$ cat config.mk
export PLATFORM = sky130hd
export DESIGN_NAME = zip_central_directory_parser_top
export DESIGN_NICKNAME = d
export VERILOG_FILES = /design/src/sv/zcdp_pkg.sv /design/src/sv/zip_central_directory_parser_top.sv /design/src/sv/zcdp_core.sv
export SDC_FILE = /design/constraint.sdc
export NUM_CORES = 1
export LEC_CHECK = 0
export BUFFER_PORTS_ARGS = -buffer_cell sky130_fd_sc_hd__buf_4
export CAP_MARGIN = 20
export CORE_ASPECT_RATIO = 1.25
export CORE_MARGIN = 4
export CORE_UTILIZATION = 62
export CTS_CLUSTER_DIAMETER = 80
export CTS_CLUSTER_SIZE = 28
export DETAILED_ROUTE_END_ITERATION = 7
export PLACE_DENSITY = 0.85
export SLEW_MARGIN = 5
export SYNTH_ARGS = -nofsm -noshare
export SYNTH_HDL_FRONTEND = slang
export SYNTH_SLANG_ARGS = --single-unit
$ cat constraint.sdc
create_clock -name i_clk -period 20.8 [get_ports i_clk]
set_input_delay 4.16 -clock i_clk [delete_from_list [all_inputs] [get_ports i_clk]]
set_output_delay 4.16 -clock i_clk [all_outputs]
set_load 0.005 [all_outputs]
$ cat src/sv/zcdp_pkg.sv
// Shared types and constants for the zip central directory parser.
// No dependencies; imported by zcdp_core and the top level.
package zcdp_pkg;

    localparam logic [31:0] DIR_SIGNATURE  = 32'h0201_4B50;
    localparam logic [5:0]  HEADER_BYTES   = 6'd46;
    localparam logic [5:0]  LAST_HDR_INDEX = 6'd45;
    localparam logic [15:0] METHOD_STORED  = 16'd0;
    localparam logic [15:0] METHOD_DEFLATE = 16'd8;

    localparam int unsigned ADDR_W = 3;
    localparam logic REG_ENTRY_COUNT = 1'b0;
    localparam logic REG_DIR_BYTES   = 1'b1;

    typedef enum logic [1:0] {
        ST_ACCEPTED  = 2'd0,
        ST_SKIPPED   = 2'd1,
        ST_BAD_SIG   = 2'd2,
        ST_TRUNCATED = 2'd3
    } t_status;

    typedef struct packed {
        t_status     status;
        logic [31:0] local_header_offset;
        logic [31:0] uncompressed_size;
        logic [31:0] compressed_size;
        logic [15:0] name_length;
        logic        final_result;
    } t_result;

endpackage

$ cat src/sv/zip_central_directory_parser_top.sv
// Top level of the zip central directory parser: APB registers, byte
// channel, two-entry result buffer. Depends on zcdp_pkg and zcdp_core.
//
//  channel | direction | handshake                 | payload
//  --------+-----------+---------------------------+-----------------------------
//  in      | input     | i_in_valid / o_in_ready   | i_data_byte
//  out     | output    | o_out_valid / i_out_ready | o_status .. o_final_result
//  cfg     | input     | psel, penable, pwrite     | paddr, pwdata, prdata
//
// One byte is taken every cycle while o_in_ready is high; its result, if any, is
// registered in the output register, or in the skid register behind it while the
// output stalls, so o_in_ready stays high until the skid register fills; ready
// drops only while both hold a result. Synchronous active-low reset clears parser
// state, registers and buffer; no clearing pass is needed.
module zip_central_directory_parser_top (
    input  logic                          i_clk,
    input  logic                          i_rst_n,
    input  logic                          i_in_valid,
    output logic                          o_in_ready,
    input  logic [7:0]                    i_data_byte,
    output logic                          o_out_valid,
    input  logic                          i_out_ready,
    output logic [1:0]                    o_status,
    output logic [31:0]                   o_local_header_offset,
    output logic [31:0]                   o_uncompressed_size,
    output logic [31:0]                   o_compressed_size,
    output logic [15:0]                   o_name_length,
    output logic                          o_final_result,
    input  logic                          psel,
    input  logic                          penable,
    input  logic                          pwrite,
    input  logic [zcdp_pkg::ADDR_W-1:0]   paddr,
    input  logic [31:0]                   pwdata,
    output logic [31:0]                   prdata,
    output logic                          pready
);
    import zcdp_pkg::*;

    logic [15:0] r_entry_count;
    logic [31:0] r_directory_bytes;
    logic        cfg_write;

    logic        accept;
    logic        res_valid;
    t_result     res;

    logic        r_out_valid, r_skid_valid;
    t_result     r_out, r_skid;
    logic        pop;

    assign pready    = 1'b1;
    assign cfg_write = psel && penable && pwrite && pready;
    assign prdata    = (paddr[2] == REG_DIR_BYTES) ? r_directory_bytes
                                                   : {16'd0, r_entry_count};

    always_ff @(posedge i_clk) begin
        if (!i_rst_n) begin
            r_entry_count     <= '0;
            r_directory_bytes <= '0;
        end else if (cfg_write) begin
            unique case (paddr[2])
                REG_ENTRY_COUNT: r_entry_count     <= pwdata[15:0];
                REG_DIR_BYTES:   r_directory_bytes <= pwdata;
                default:         r_directory_bytes <= r_directory_bytes;
            endcase
        end
    end

    assign o_in_ready = !r_skid_valid;
    assign accept     = i_in_valid && o_in_ready;

    zcdp_core u_core (
        .i_clk             (i_clk),
        .i_rst_n           (i_rst_n),
        .i_accept          (accept),
        .i_data_byte       (i_data_byte),
        .i_entry_count     (r_entry_count),
        .i_directory_bytes (r_directory_bytes),
        .o_res_valid       (res_valid),
        .o_res             (res)
    );

    assign pop = r_out_valid && i_out_ready;

    always_ff @(posedge i_clk) begin
        if (!i_rst_n) begin
            r_out_valid  <= 1'b0;
            r_skid_valid <= 1'b0;
        end else begin
            priority if (r_skid_valid) begin
                if (pop) begin
                    r_out_valid  <= 1'b1;
                    r_skid_valid <= 1'b0;
                end
            end else if (res_valid) begin
                if (!r_out_valid || pop) begin
                    r_out_valid <= 1'b1;
                end else begin
                    r_skid_valid <= 1'b1;
                end
            end else if (pop) begin
                r_out_valid <= 1'b0;
            end else begin
                r_out_valid <= r_out_valid;
            end
        end
        if (r_skid_valid) begin
            if (pop) begin
                r_out <= r_skid;
            end
        end else if (res_valid) begin
            if (!r_out_valid || pop) begin
                r_out <= res;
            end else begin
                r_skid <= res;
            end
        end
    end

    assign o_out_valid           = r_out_valid;
    assign o_status              = r_out.status;
    assign o_local_header_offset = r_out.local_header_offset;
    assign o_uncompressed_size   = r_out.uncompressed_size;
    assign o_compressed_size     = r_out.compressed_size;
    assign o_name_length         = r_out.name_length;
    assign o_final_result        = r_out.final_result;

endmodule

$ cat src/sv/zcdp_core.sv
// Byte-wise parser state: header capture, skip counting and entry filter.
// Depends on zcdp_pkg; emits at most one result per accepted byte.
module zcdp_core (
    input  logic              i_clk,
    input  logic              i_rst_n,
    input  logic              i_accept,
    input  logic [7:0]        i_data_byte,
    input  logic [15:0]       i_entry_count,
    input  logic [31:0]       i_directory_bytes,
    output logic              o_res_valid,
    output zcdp_pkg::t_result o_res
);
    import zcdp_pkg::*;

    logic [31:0] r_pos, n_pos;
    logic [5:0]  r_hidx, n_hidx;
    logic [17:0] r_skip, n_skip;
    logic [15:0] r_done, n_done;
    logic        r_stopped, n_stopped;
    logic [31:0] r_sig, n_sig;
    logic [15:0] r_method, n_method;
    logic [63:0] r_sizes, n_sizes;
    logic [47:0] r_lengths, n_lengths;
    logic [31:0] r_offset, n_offset;

    logic [5:0]  sizes_lane, lengths_lane, offset_lane;
    logic [31:0] csize, usize;
    logic [15:0] nlen;
    logic [17:0] skip;
    logic        pass;
    logic        name_over;
    logic        next_over;
    logic        hdr_over;

    always_comb begin
        sizes_lane   = r_hidx - 6'd20;
        lengths_lane = r_hidx - 6'd28;
        offset_lane  = r_hidx - 6'd42;
        hdr_over     = ({1'b0, r_pos} + 33'(HEADER_BYTES)) > {1'b0, i_directory_bytes};

        n_pos     = r_pos;
        n_hidx    = r_hidx;
        n_skip    = r_skip;
        n_done    = r_done;
        n_stopped = r_stopped;
        n_sig     = r_sig;
        n_method  = r_method;
        n_sizes   = r_sizes;
        n_lengths = r_lengths;
        n_offset  = r_offset;

        if (r_hidx < 6'd4) begin
            n_sig[8*r_hidx[1:0] +: 8] = i_data_byte;
        end else if (r_hidx == 6'd10 || r_hidx == 6'd11) begin
            n_method[8*r_hidx[0] +: 8] = i_data_byte;
        end else if (r_hidx >= 6'd20 && r_hidx < 6'd28) begin
            n_sizes[8*sizes_lane[2:0] +: 8] = i_data_byte;
        end else if (r_hidx >= 6'd28 && r_hidx < 6'd34) begin
            n_lengths[8*lengths_lane[2:0] +: 8] = i_data_byte;
        end else if (r_hidx >= 6'd42) begin
            n_offset[8*offset_lane[1:0] +: 8] = i_data_byte;
        end

        csize = n_sizes[31:0];
        usize = n_sizes[63:32];
        nlen  = n_lengths[15:0];
        skip  = 18'(nlen) + 18'(n_lengths[31:16]) + 18'(n_lengths[47:32]);
        pass  = (nlen != 16'd0) && (usize != 32'd0) &&
                (n_method == METHOD_STORED ||
                 (n_method == METHOD_DEFLATE && csize != 32'd0));
        n_pos = r_pos + 32'd1;
        name_over = ({1'b0, n_pos} + {17'd0, nlen}) > {1'b0, i_directory_bytes};
        next_over = ({2'b0, n_pos} + {16'd0, skip} + 34'(HEADER_BYTES))
                    > {2'b0, i_directory_bytes};
        n_pos = r_pos;

        o_res_valid = 1'b0;
        o_res       = '0;

        if (i_accept && !r_stopped) begin
            priority if (r_skip != 18'd0) begin
                n_sig     = r_sig;
                n_method  = r_method;
                n_sizes   = r_sizes;
                n_lengths = r_lengths;
                n_offset  = r_offset;
                n_skip    = r_skip - 18'd1;
                n_pos     = r_pos + 32'd1;
            end else if (r_hidx == 6'd0 && r_done >= i_entry_count) begin
                n_sig     = r_sig;
                n_stopped = 1'b1;
            end else if (r_hidx == 6'd0 && hdr_over) begin
                n_sig              = r_sig;
                n_stopped          = 1'b1;
                o_res_valid        = 1'b1;
                o_res.status       = ST_TRUNCATED;
                o_res.final_result = 1'b1;
            end else begin
                n_pos = r_pos + 32'd1;
                if (r_hidx < LAST_HDR_INDEX) begin
                    n_hidx = r_hidx + 6'd1;
                end else begin
                    n_hidx      = 6'd0;
                    n_done      = r_done + 16'd1;
                    o_res_valid = 1'b1;
                    if (n_sig != DIR_SIGNATURE) begin
                        n_stopped          = 1'b1;
                        o_res.status       = ST_BAD_SIG;
                        o_res.final_result = 1'b1;
                    end else begin
                        if (pass && name_over) begin
                            o_res.status = ST_TRUNCATED;
                            n_stopped    = 1'b1;
                        end else begin
                            o_res.status = pass ? ST_ACCEPTED : ST_SKIPPED;
                            n_skip       = skip;
                            if (n_done >= i_entry_count || next_over) begin
                                n_stopped = 1'b1;
                            end
                        end
                        o_res.local_header_offset = n_offset;
                        o_res.uncompressed_size   = usize;
                        o_res.compressed_size     =
                            (n_method == METHOD_STORED) ? 32'd0 : csize;
                        o_res.name_length         = nlen;
                        o_res.final_result        = n_stopped;
                    end
                end
            end
        end else begin
            n_sig     = r_sig;
            n_method  = r_method;
            n_sizes   = r_sizes;
            n_lengths = r_lengths;
            n_offset  = r_offset;
        end
    end

    always_ff @(posedge i_clk) begin
        if (!i_rst_n) begin
            r_pos     <= '0;
            r_hidx    <= '0;
            r_skip    <= '0;
            r_done    <= '0;
            r_stopped <= 1'b0;
        end else begin
            r_pos     <= n_pos;
            r_hidx    <= n_hidx;
            r_skip    <= n_skip;
            r_done    <= n_done;
            r_stopped <= n_stopped;
        end
        r_sig     <= n_sig;
        r_method  <= n_method;
        r_sizes   <= n_sizes;
        r_lengths <= n_lengths;
        r_offset  <= n_offset;
    end

endmodule
# Word level (Yosys, flattened, before mapping)
# Cells that the tools add are included.
# op_classes
n_addsub	18
n_lt_le_gt_ge	12
eq_ne	12
shifts	10
n_mux	67
n_bitwise	7
reduce_logical	40
# ops
op	count
115-bit two-way mux	8
32-bit two-way mux	11
112-bit two-way mux	2
48-bit two-way mux	4
64-bit two-way mux	3
18-bit two-way mux	6
5-bit negation with 34-bit output	2
6-bit negation with 34-bit output	2
8-bit by 34-bit variable shift with 32-bit output, first input constant	2
8-bit by 34-bit indexed part select with 32-bit output	2
33-bit by 32-bit greater-than comparator with 1-bit output	2
32-bit bitwise mux	2
64-bit bitwise mux	1
32-bit nonzero test	2
8-bit by 34-bit variable shift with 64-bit output, first input constant	1
8-bit by 34-bit indexed part select with 64-bit output	1
48-bit bitwise mux	1
8-bit by 34-bit variable shift with 48-bit output, first input constant	1
8-bit by 34-bit indexed part select with 48-bit output	1
34-bit by 6-bit adder with 34-bit output, second input constant	1
34-bit by 32-bit greater-than comparator with 1-bit output	1
4-bit negation with 34-bit output	1
8-bit by 34-bit variable shift with 16-bit output, first input constant	1
8-bit by 34-bit indexed part select with 16-bit output	1
other kinds (41)	107
# word_totals
ff_bits	545
in_bits	50
out_inout_bits	150
wordCells	192

# Longest topological paths before layout
# Gate-level depths: netlist of the first run.
# logic_depth
depth_word	25
depth_mapped	52
depth_no_buf	46

# By module
# Synthesis of the first run repeated with hierarchy kept, for this count alone.
# unflattened
cells_unflattened	3075
area_unflattened_um2	32453.6
# by_module_without_submodules
mod	n_inst	cells_per_inst	area_each_um2	seq_area_each_um2
zcdp_core	1	2467	21943.5	7226.9
zip_central_directory_parser_top	1	608	10510.1	7907.6

# Least setup slack after synthesis of the first run
# OpenSTA, ideal clock, no wires.
# synth_timing
path_kind	input port to flip-flop
startpoint	in i_in_valid
endpoint	reg r_skid[0] (netlist name), enable pin
setup_ns	0.756
arrival_time_ns	17.062
t_required_ns	20.044
setup_slack_ns	2.982
stages	6
path_buffers	0
cell_sequence	nor3b_1 -> nand2_1 -> inv_1 -> o21ai_0 -> or2_2 -> nor3b_1
# synth_via
elab_chain_len	4
# synth_lines
element	line_no	source
start: declaration	zip_central_directory_parser_top.sv:18	input logic i_in_valid,
1-bit logical AND	zip_central_directory_parser_top.sv:70	assign accept = i_in_valid && o_in_ready;
1-bit logical AND	zcdp_core.sv:80	if (i_accept && !r_stopped) begin
1-bit two-way mux	zcdp_core.sv:80	
3-bit AND reduction (no line)	-	
end signal: assignment	zip_central_directory_parser_top.sv:115	r_skid <= res;
end: declaration	zip_central_directory_parser_top.sv:48	t_result r_out, r_skid;
# Every way passes these cells.
# A chain may end at the register's enable or synchronous reset.

# Final worst setup path of the first run
# layout_timing
startpoint	in i_data_byte[1]
endpoint	reg r_out, in the netlist o_final_result, data pin
# layout_via
elab_chain_len	23
word_cells_on_any_way	48
cone_classes	add/sub: 5; order compare: 2; eq/ne: 2; shift: 4; mux: 25; reduce/logical: 10
# layout_lines
element	line_no	source
start: declaration	zip_central_directory_parser_top.sv:20	input logic [7:0] i_data_byte,
8-bit by 34-bit indexed part select with 48-bit output *	zcdp_core.sv:59	n_lengths[8*lengths_lane[2:0] +: 8] = i_data_byte;
48-bit bitwise mux *	zcdp_core.sv:59	
48-bit two-way mux *	zcdp_core.sv:58	end else if (r_hidx >= 6'd28 && r_hidx < 6'd34) begin
48-bit two-way mux *	zcdp_core.sv:56	end else if (r_hidx >= 6'd20 && r_hidx < 6'd28) begin
48-bit two-way mux *	zcdp_core.sv:54	end else if (r_hidx == 6'd10 || r_hidx == 6'd11) begin
48-bit two-way mux *	zcdp_core.sv:52	if (r_hidx < 6'd4) begin
via u_core.nlen[1]	zcdp_core.sv:28	logic [15:0] nlen;
16-bit by 16-bit adder with 17-bit output	zcdp_core.sv:67	skip = 18'(nlen) + 18'(n_lengths[31:16]) + 18'(n_lengths[47:32]);
[8 not listed]	-	
115-bit two-way mux *	zcdp_core.sv:100	if (r_hidx < LAST_HDR_INDEX) begin
1-bit two-way mux *	zcdp_core.sv:92	end else if (r_hidx == 6'd0 && hdr_over) begin
115-bit two-way mux *	zcdp_core.sv:89	end else if (r_hidx == 6'd0 && r_done >= i_entry_count) begin
115-bit two-way mux *	zcdp_core.sv:81	priority if (r_skip != 18'd0) begin
115-bit two-way mux *	zcdp_core.sv:80	
115-bit two-way mux *	zip_central_directory_parser_top.sv:112	if (!r_out_valid || pop) begin
115-bit two-way mux *	zip_central_directory_parser_top.sv:111	end else if (res_valid) begin
115-bit two-way mux *	zip_central_directory_parser_top.sv:107	if (r_skid_valid) begin
end signal: assignment	zip_central_directory_parser_top.sv:109	r_out <= r_skid;
end signal: assignment	zip_central_directory_parser_top.sv:113	r_out <= res;
end: declaration	zip_central_directory_parser_top.sv:48	
# Mark *: on every way through the listed nets, which the timed path passes. The rest lies on a longest branch. The select of a mux whose other input is x is not followed.

==> results.md, run 1 <==
- Root Buffer: clkbuf_16
- Syn nets: 3579
- Placed cells: just over 4000
- DR vias/cell: 6.49
- Largest buffer count on any clock path: 3
- Switching Fraction: 41.1%
- Post-Synth Adder-Cell Area: 8.26%
- Final hold violation count: 0
- Die Height: about 270 um
- Gate power share: 49.2%
- Post-Route Setup TNS: 0 ps
- First-pass GRT wire length: 143000 um
- Final instance area: 35600 sq um
- Crit path capture type: flip-flop
- Crit-path max cell delay: approximately 700 ps
- HP Class: reg -> reg
- Starting Density: 63.1%
- Drt total wl: slightly above 90000 um
- Synth unique cells: 92
- Final period utilization: 74.6%
- Clock tree sinks: between 500 and 600
- # DRC: 0
- EDFF count, synth: 422
- Max-slew violations: 0
- CTS Buf Count: 27
- CTS tree: done
- DR vias: roughly 27000
- Drt first pass iters: 6
- Power density over the cells: approximately 110 nW/um^2
- Post_cts resized: 0
- Pin count of the biggest net entering global routing: 106
- Top-level I/O count: 200
- Detail Route Antenna Nets: 0
- Data arrival time of the worst path: 15890 ps
- Internal: about 2.3 mW
- Post-synthesis cell area: 32800 sq um
- Port bufs: 196
- Leakage power: 13.5 nW
- Sequential share of the synthesized area: 46.2%
- Area delta synth->final: 8.62%
- Post-route minimum period: 15510 ps
- Main combinational cell family by area after synthesis: simple AND/OR/NAND/NOR gates
- Clk_lat worst skew: 630 ps
- Mux contribution to synthesized area: between 3 and 4%
- WP data required: 21180 ps
- Post-Syn Instances: roughly 3300
- Placed instance area: between 30000 and 40000 sq um
- Maximum fanout along the worst path: 22
- Initial antenna violation count: 0
- Fin nets: 3674
- Post-synthesis xor/xnor area fraction: roughly 5.3%
- Slew headroom: 23.5%
- Element type at the critical path start: input port
- Antenna cells: 0
- DR WL/cell: 22.7 um
- Global-route usage over all layers: 31.7%
- Clock skew: 33.3 ps
- Asr flop ratio synth: 0%
- Avg Cell Area, Syn: just under 10 sq um
- P_sw: ~1.6 mW
- CP delay by family, top: compound AO/OA/AOI/OAI gates
- Clock slew at reported path FFs: 100 ps
- Gr ovfl total: 0
- Pin slew with the least headroom to its limit: about 1100 ps
- Vias in the first global route: 26100
- WS Path Type: in -> reg
- Routability-driven placement congestion ratio: 1.04
- Final Non-Filler Cells: 4096
- Post-detail-place hpwl: 68900 um
- Endpoints failing setup: 0
- Clk pwr share: 16.3%
- Number of H-tree levels: 1
- Fraction of layout instances using a drive strength above 1: a little over a tenth
- WP buf/inv: 2
- Critical path's slowest cell: a2111oi_0
- Compound-Gate Fraction of Synth Area: 14.7%
- Die ar.: 56600 sq um
- FILL cells: around 3900
- Primary FF master, synth: edfxtp_1
- Seq pwr share: 34.5%
- Die Width: between 200 and 250 um
- # hold bufs at CTS: 0
- Simple-gate share of the synthesized area: 18.0%
- FMAX: between 60 and 70 MHz
- # rows: 93
- Yosys warns: 0
- Status: finished, final reports clean
- Initial DRC count: 2516
- Postcts setup bufs: 0
- #FFs+latches synth: roughly 550
- CORE AREA: 51900 sq um
- RSZ-0062 raised after global routing: false
- Peak supply drop: 0.0951 mV
- Max-cap viol count: 0
through the flow:
stage	utilization (%)	setup WS (ps)	power (mW)	hold WS [ps]
2_1_floorplan	-	2980	2.74	436
5_1_grt	68.6	4660	4.13	483
6_report	68.6	5290	3.90	458
4_1_cts	68.5	5490	3.86	459
3_3_place_gp	66.8	5320	3.15	442
3_5_place_dp	66.8	4860	3.23	447
synth_stat cells, types with 35 or more instances:
cell | number | area share, %
clkbuf_1 | 124 | 1.4
nand4_1 | 57 | 1.1
nor4_1 | 35 | 0.67
xnor2_1 | 125 | 3.3
edfxtp_1 | 422 | 39
ha_1 | 210 | 8.0
xor2_1 | 75 | 2.0
and2_1 | 73 | 1.4
or3_1 | 49 | 0.94
nand2_1 | 323 | 3.7
a21o_1 | 136 | 3.1
nor3_1 | 73 | 1.1
and3_1 | 48 | 0.92
mux2_2 | 54 | 1.9
a21oi_1 | 213 | 3.3
inv_1 | 183 | 2.1
o21ai_0 | 141 | 2.2
nand3_1 | 81 | 1.2
nor2_1 | 260 | 3.0
mux2i_1 | 50 | 1.5
dfxtp_1 | 123 | 7.5
sequential cells by signal, summed over array words and instances, names as in the netlist, 18 cells and up:
register / count
o_compressed_size: 32
o_local_header_offset: 32
o_uncompressed_size: 32
r_directory_bytes: 32
r_skid: 115
u_core.r_lengths: 48
u_core.r_offset: 32
u_core.r_pos: 32
u_core.r_sig: 32
u_core.r_sizes: 64
u_core.r_skip: 18
cell families (layout without fill, tap and decap cells):
kind of cell             Yosys count  in the layout
flip-flops                       545            545
AO/OA/AOI/OAI                    738            738
AND/OR/NAND/NOR                 1165           1165
adder cells (fa/ha/maj)          214            214
XOR/XNOR                         200            200
buffers and inverters            348            464
multiplexers                     104            104
other                              1              1
cells in the final DEF, fill, tap and decap left out, types with 9 or more instances in the layout:
master,netlist,routed
o21ai_0,141,141
and4_1,13,13
o2111ai_1,9,9
a211oi_1,27,27
o31a_1,12,12
and2_1,73,73
xor2_1,75,75
a22o_1,32,32
nand4b_1,12,12
nor4_1,35,35
clkbuf_16,0,27
nand4_1,57,57
xnor2_1,125,125
a31oi_1,10,10
nor2b_1,25,25
edfxtp_1,422,422
or2_2,15,15
or4_1,19,19
and3_1,48,48
o31ai_1,28,28
mux2_2,54,54
nor2_1,260,259
buf_4,2,225
o21a_1,21,21
a21o_1,136,136
a21oi_1,213,213
nor3_1,73,73
nand3_1,81,81
or3_1,49,48
o211ai_1,20,20
nand2b_1,28,28
inv_1,183,182
mux2i_1,50,50
dfxtp_1,123,122
nand2_1,323,323
ha_1,210,210
clkbuf_1,124,13
metal layers:
| metal | global-route usage [%] | part of all wire, % | vias up |
|---|---|---|---|
| li1 | - | - | 12300 |
| met1 | 37.0 | 36 | 12700 |
| met2 | 55.0 | 50 | 1252 |
| met3 | 3.83 | 6.9 | 324 |
| met4 | 19.8 | 7.5 | 0 |
| met5 | 0 | 0 | - |
power groups by stage:
stage                     logic [mW]  registers [mW]  clock network, mW
final                           1.92            1.35              0.635
after global routing            2.09            1.36              0.681
after CTS                       1.88            1.34              0.640
after detailed placement        1.87            1.37                  0
after global placement          1.78            1.36                  0
after floorplan                 1.37            1.37                  0
cell type report:
cell class,instances,area [sq um],share of cell area [%]
Clock inverter,10,170,0.478
Tap cell,665,832,2.34
Sequential cell,545,15100,42.5
Timing Repair Buffer,228,1730,4.85
Inverter,186,703,1.98
Clock buffer,40,724,2.04
Multi-Input combinational cell,2422,16300,45.8
worst register-to-register path: cells and delay by family (launching register included):
family | cells | cell delay, ps
xor+xnor | 2 | 410
flops | 1 | 710
mux | 1 | 450
fa+ha+maj | 6 | 2410
simple gates | 11 | 3570
buf+inv | 2 | 550
compound gates | 24 | 6300
path summary, 6_finish.rpt:
kind | from | end | slack [ps] | cells after the start
worst min-delay path | r_directory_bytes[25]$_SDFFE_PN0P_ | r_directory_bytes[25]$_SDFFE_PN0P_ | 460 | 2
worst max register to register | u_core.r_hidx[1]$_SDFFE_PN0P_ | o_final_result$_DFFE_PP_ | 6140 | 46
worst max-delay path | i_data_byte[1] | o_final_result$_DFFE_PP_ | 5290 | 44
worst min register to register | r_directory_bytes[25]$_SDFFE_PN0P_ | r_directory_bytes[25]$_SDFFE_PN0P_ | 460 | 2
Power figures use the tool's default switching activity.
==> inputs of run 2 (changes only) <==
--- a/config.mk
+++ b/config.mk
@@ -9,11 +9,11 @@
 export CAP_MARGIN = 20
 export CORE_ASPECT_RATIO = 1.25
 export CORE_MARGIN = 4
-export CORE_UTILIZATION = 62
+export CORE_UTILIZATION = 56
 export CTS_CLUSTER_DIAMETER = 80
 export CTS_CLUSTER_SIZE = 28
 export DETAILED_ROUTE_END_ITERATION = 7
-export PLACE_DENSITY = 0.85
+export PLACE_DENSITY = 0.81
 export SLEW_MARGIN = 5
 export SYNTH_ARGS = -nofsm -noshare
 export SYNTH_HDL_FRONTEND = slang
==> constraint.sdc (replaced) <==
create_clock -name i_clk -period 12.5 [get_ports i_clk]
set_input_delay 2.5 -clock i_clk [delete_from_list [all_inputs] [get_ports i_clk]]
set_output_delay 2.5 -clock i_clk [all_outputs]
set_load 0.005 [all_outputs]
==> results.md, run 2 (synthesis gave the netlist of run 1 again) <==
- Most frequent cells in the layout: edfxtp_1, nand2_1, buf_4
- Initial antenna violation count: 0
- Max reg flops: between 100 and 150
- Top-level I/O count: 200
- CORE AREA: 57600 sq um
- Routability-driven placement congestion ratio: between 0.9 and 1
- Post-route minimum period: 11800 ps
- Status: finished, final reports clean
- Largest buffer count on any clock path: 3
- Starting Density: approximately 57%
- Vias in the first global route: 25100
- Clock skew: about 50 ps
- HP Class: reg -> reg
- Drt total wl: 89800 um
- CP most frequent cell: ha_1
- DR vias/cell: between 6 and 7
- Antenna cells: 0
- Clock slew at reported path FFs: 90 ps
- Pin count of the biggest net entering global routing: 87
- DR WL/cell: 21.3 um
- Fin nets: 3720
- Max-slew violations: 0
- Drt first pass iters: 7
- # DRC: 0
- Pin slew with the least headroom to its limit: 1100 ps
- Die Width: 224 um
- WS Path Type: in -> reg
- WP data required: 12890 ps
- Gr ovfl total: 0
- Clock tree sinks: between 500 and 600
- Detail Route Antenna Nets: 0
- FMAX: 84.7 MHz
- RSZ-0062 raised after global routing: false
- Post-Route Setup TNS: 0 ps
- Final period utilization: 94.4%
- Peak supply drop: 0.152 mV
- Number of H-tree levels: 1
- Die ar.: 62500 sq um
- Biggest register: r_skid
- Fraction of layout instances using a drive strength above 1: ~12%
- First-pass GRT wire length: 139000 um
- Root Buffer: clkbuf_16
- Final hold violation count: 0
- Port bufs: ~200
- Crit path capture type: flip-flop
- # rows: 98
- Endpoints failing setup: 0
- Final WS setup: 700 ps
- Element type at the critical path start: input port
- Leakage power: around 14 nW
- Max-cap viol count: 0
- Maximum fanout along the worst path: 9
- Global-route usage over all layers: between 20% and 30%
- DR vias: 26200
- Post-detail-place hpwl: 67000 um
- Slew headroom: a little over a quarter
- CTS tree: done
- Die Height: 278 um
- CTS Buf Count: 30
- Clk_lat worst skew: 650 ps
- Data arrival time of the worst path: 12190 ps
- Largest regs: r_skid x115, u_core.r_sizes x64, u_core.r_lengths x48
- Power density over the cells: 182 nW/um^2
- Critical path's slowest cell: or4b_1
- Area delta synth->final: 10.5%
- Initial DRC count: 2519
- Pre-CTS setup slack: 231 ps
- Most common cell after layout, fill and taps aside: edfxtp_1
- Crit-path max cell delay: 570 ps
## run 2: worst paths after layout
kind / cells after the start / startpoint / slack [ps] / endpoint
worst max-delay path: 43 / i_data_byte[0] / 700 / o_final_result$_DFFE_PP_
worst min register to register: 2 / r_directory_bytes[16]$_SDFFE_PN0P_ / 460 / r_directory_bytes[16]$_SDFFE_PN0P_
worst min-delay path: 2 / r_directory_bytes[16]$_SDFFE_PN0P_ / 460 / r_directory_bytes[16]$_SDFFE_PN0P_
worst max register to register: 48 / u_core.r_hidx[0]$_SDFFE_PN0P_ / 730 / o_final_result$_DFFE_PP_
## run 2: cell type report
type	instances	area (sq um)
Sequential cell	545	15100
Fill cell	4724	21400
Clock buffer	35	791
Multi-Input combinational cell	2422	16300
Clock inverter	17	264
Inverter	186	703
Timing Repair Buffer	271	2040
Tap cell	750	938
## run 2: stage by stage
step           total power [mW]  cell area, sq um  hold slack [ps]  instances  util (%)
3_3_place_gp               5.31             35100              441       4171      60.9
6_report                   6.60             36200              456       4226      62.8
2_1_floorplan              4.56             32800              436       3315         -
3_5_place_dp               5.40             35100              447       4172      60.9
5_1_grt                    7.02             36200              472       4226      62.8
4_1_cts                    6.56             36200              458       4224      62.7
## run 2: what timing repair did
action,in CTS,in global routing
hold endpoints to repair,0,0
setup buffers,0,0
resized for setup,0,3
setup endpoints to repair,0,3
hold buffers,0,0
## run 2: worst max-delay path, delay by kind of cell
| kind | cells | cell delay (ps) |
|---|---|---|
| xor gates and xnor gates | 3 | 590 |
| AOI/OAI and AO/OA | 19 | 4140 |
| and+or+nand+nor | 13 | 3100 |
| buffers and inverters | 3 | 520 |
| adders and majority gates | 4 | 1170 |
| muxes | 1 | 170 |
## run 2: routing by layer
layer	vias to the layer above	global-route usage [%]	wire length, um
met4	0	14.6	5640
met1	12400	33.9	33900
li1	12400	-	-
met5	-	0	0
met2	1126	47.8	44100
met3	261	3.12	6190
## run 2: where the power goes
group / leakage (nW) / switching, mW / internal [mW]
combinational: 8.95 / 1.93 / 1.27
sequential: 4.36 / 0.0784 / 2.16
clock: 0.504 / 0.671 / 0.493
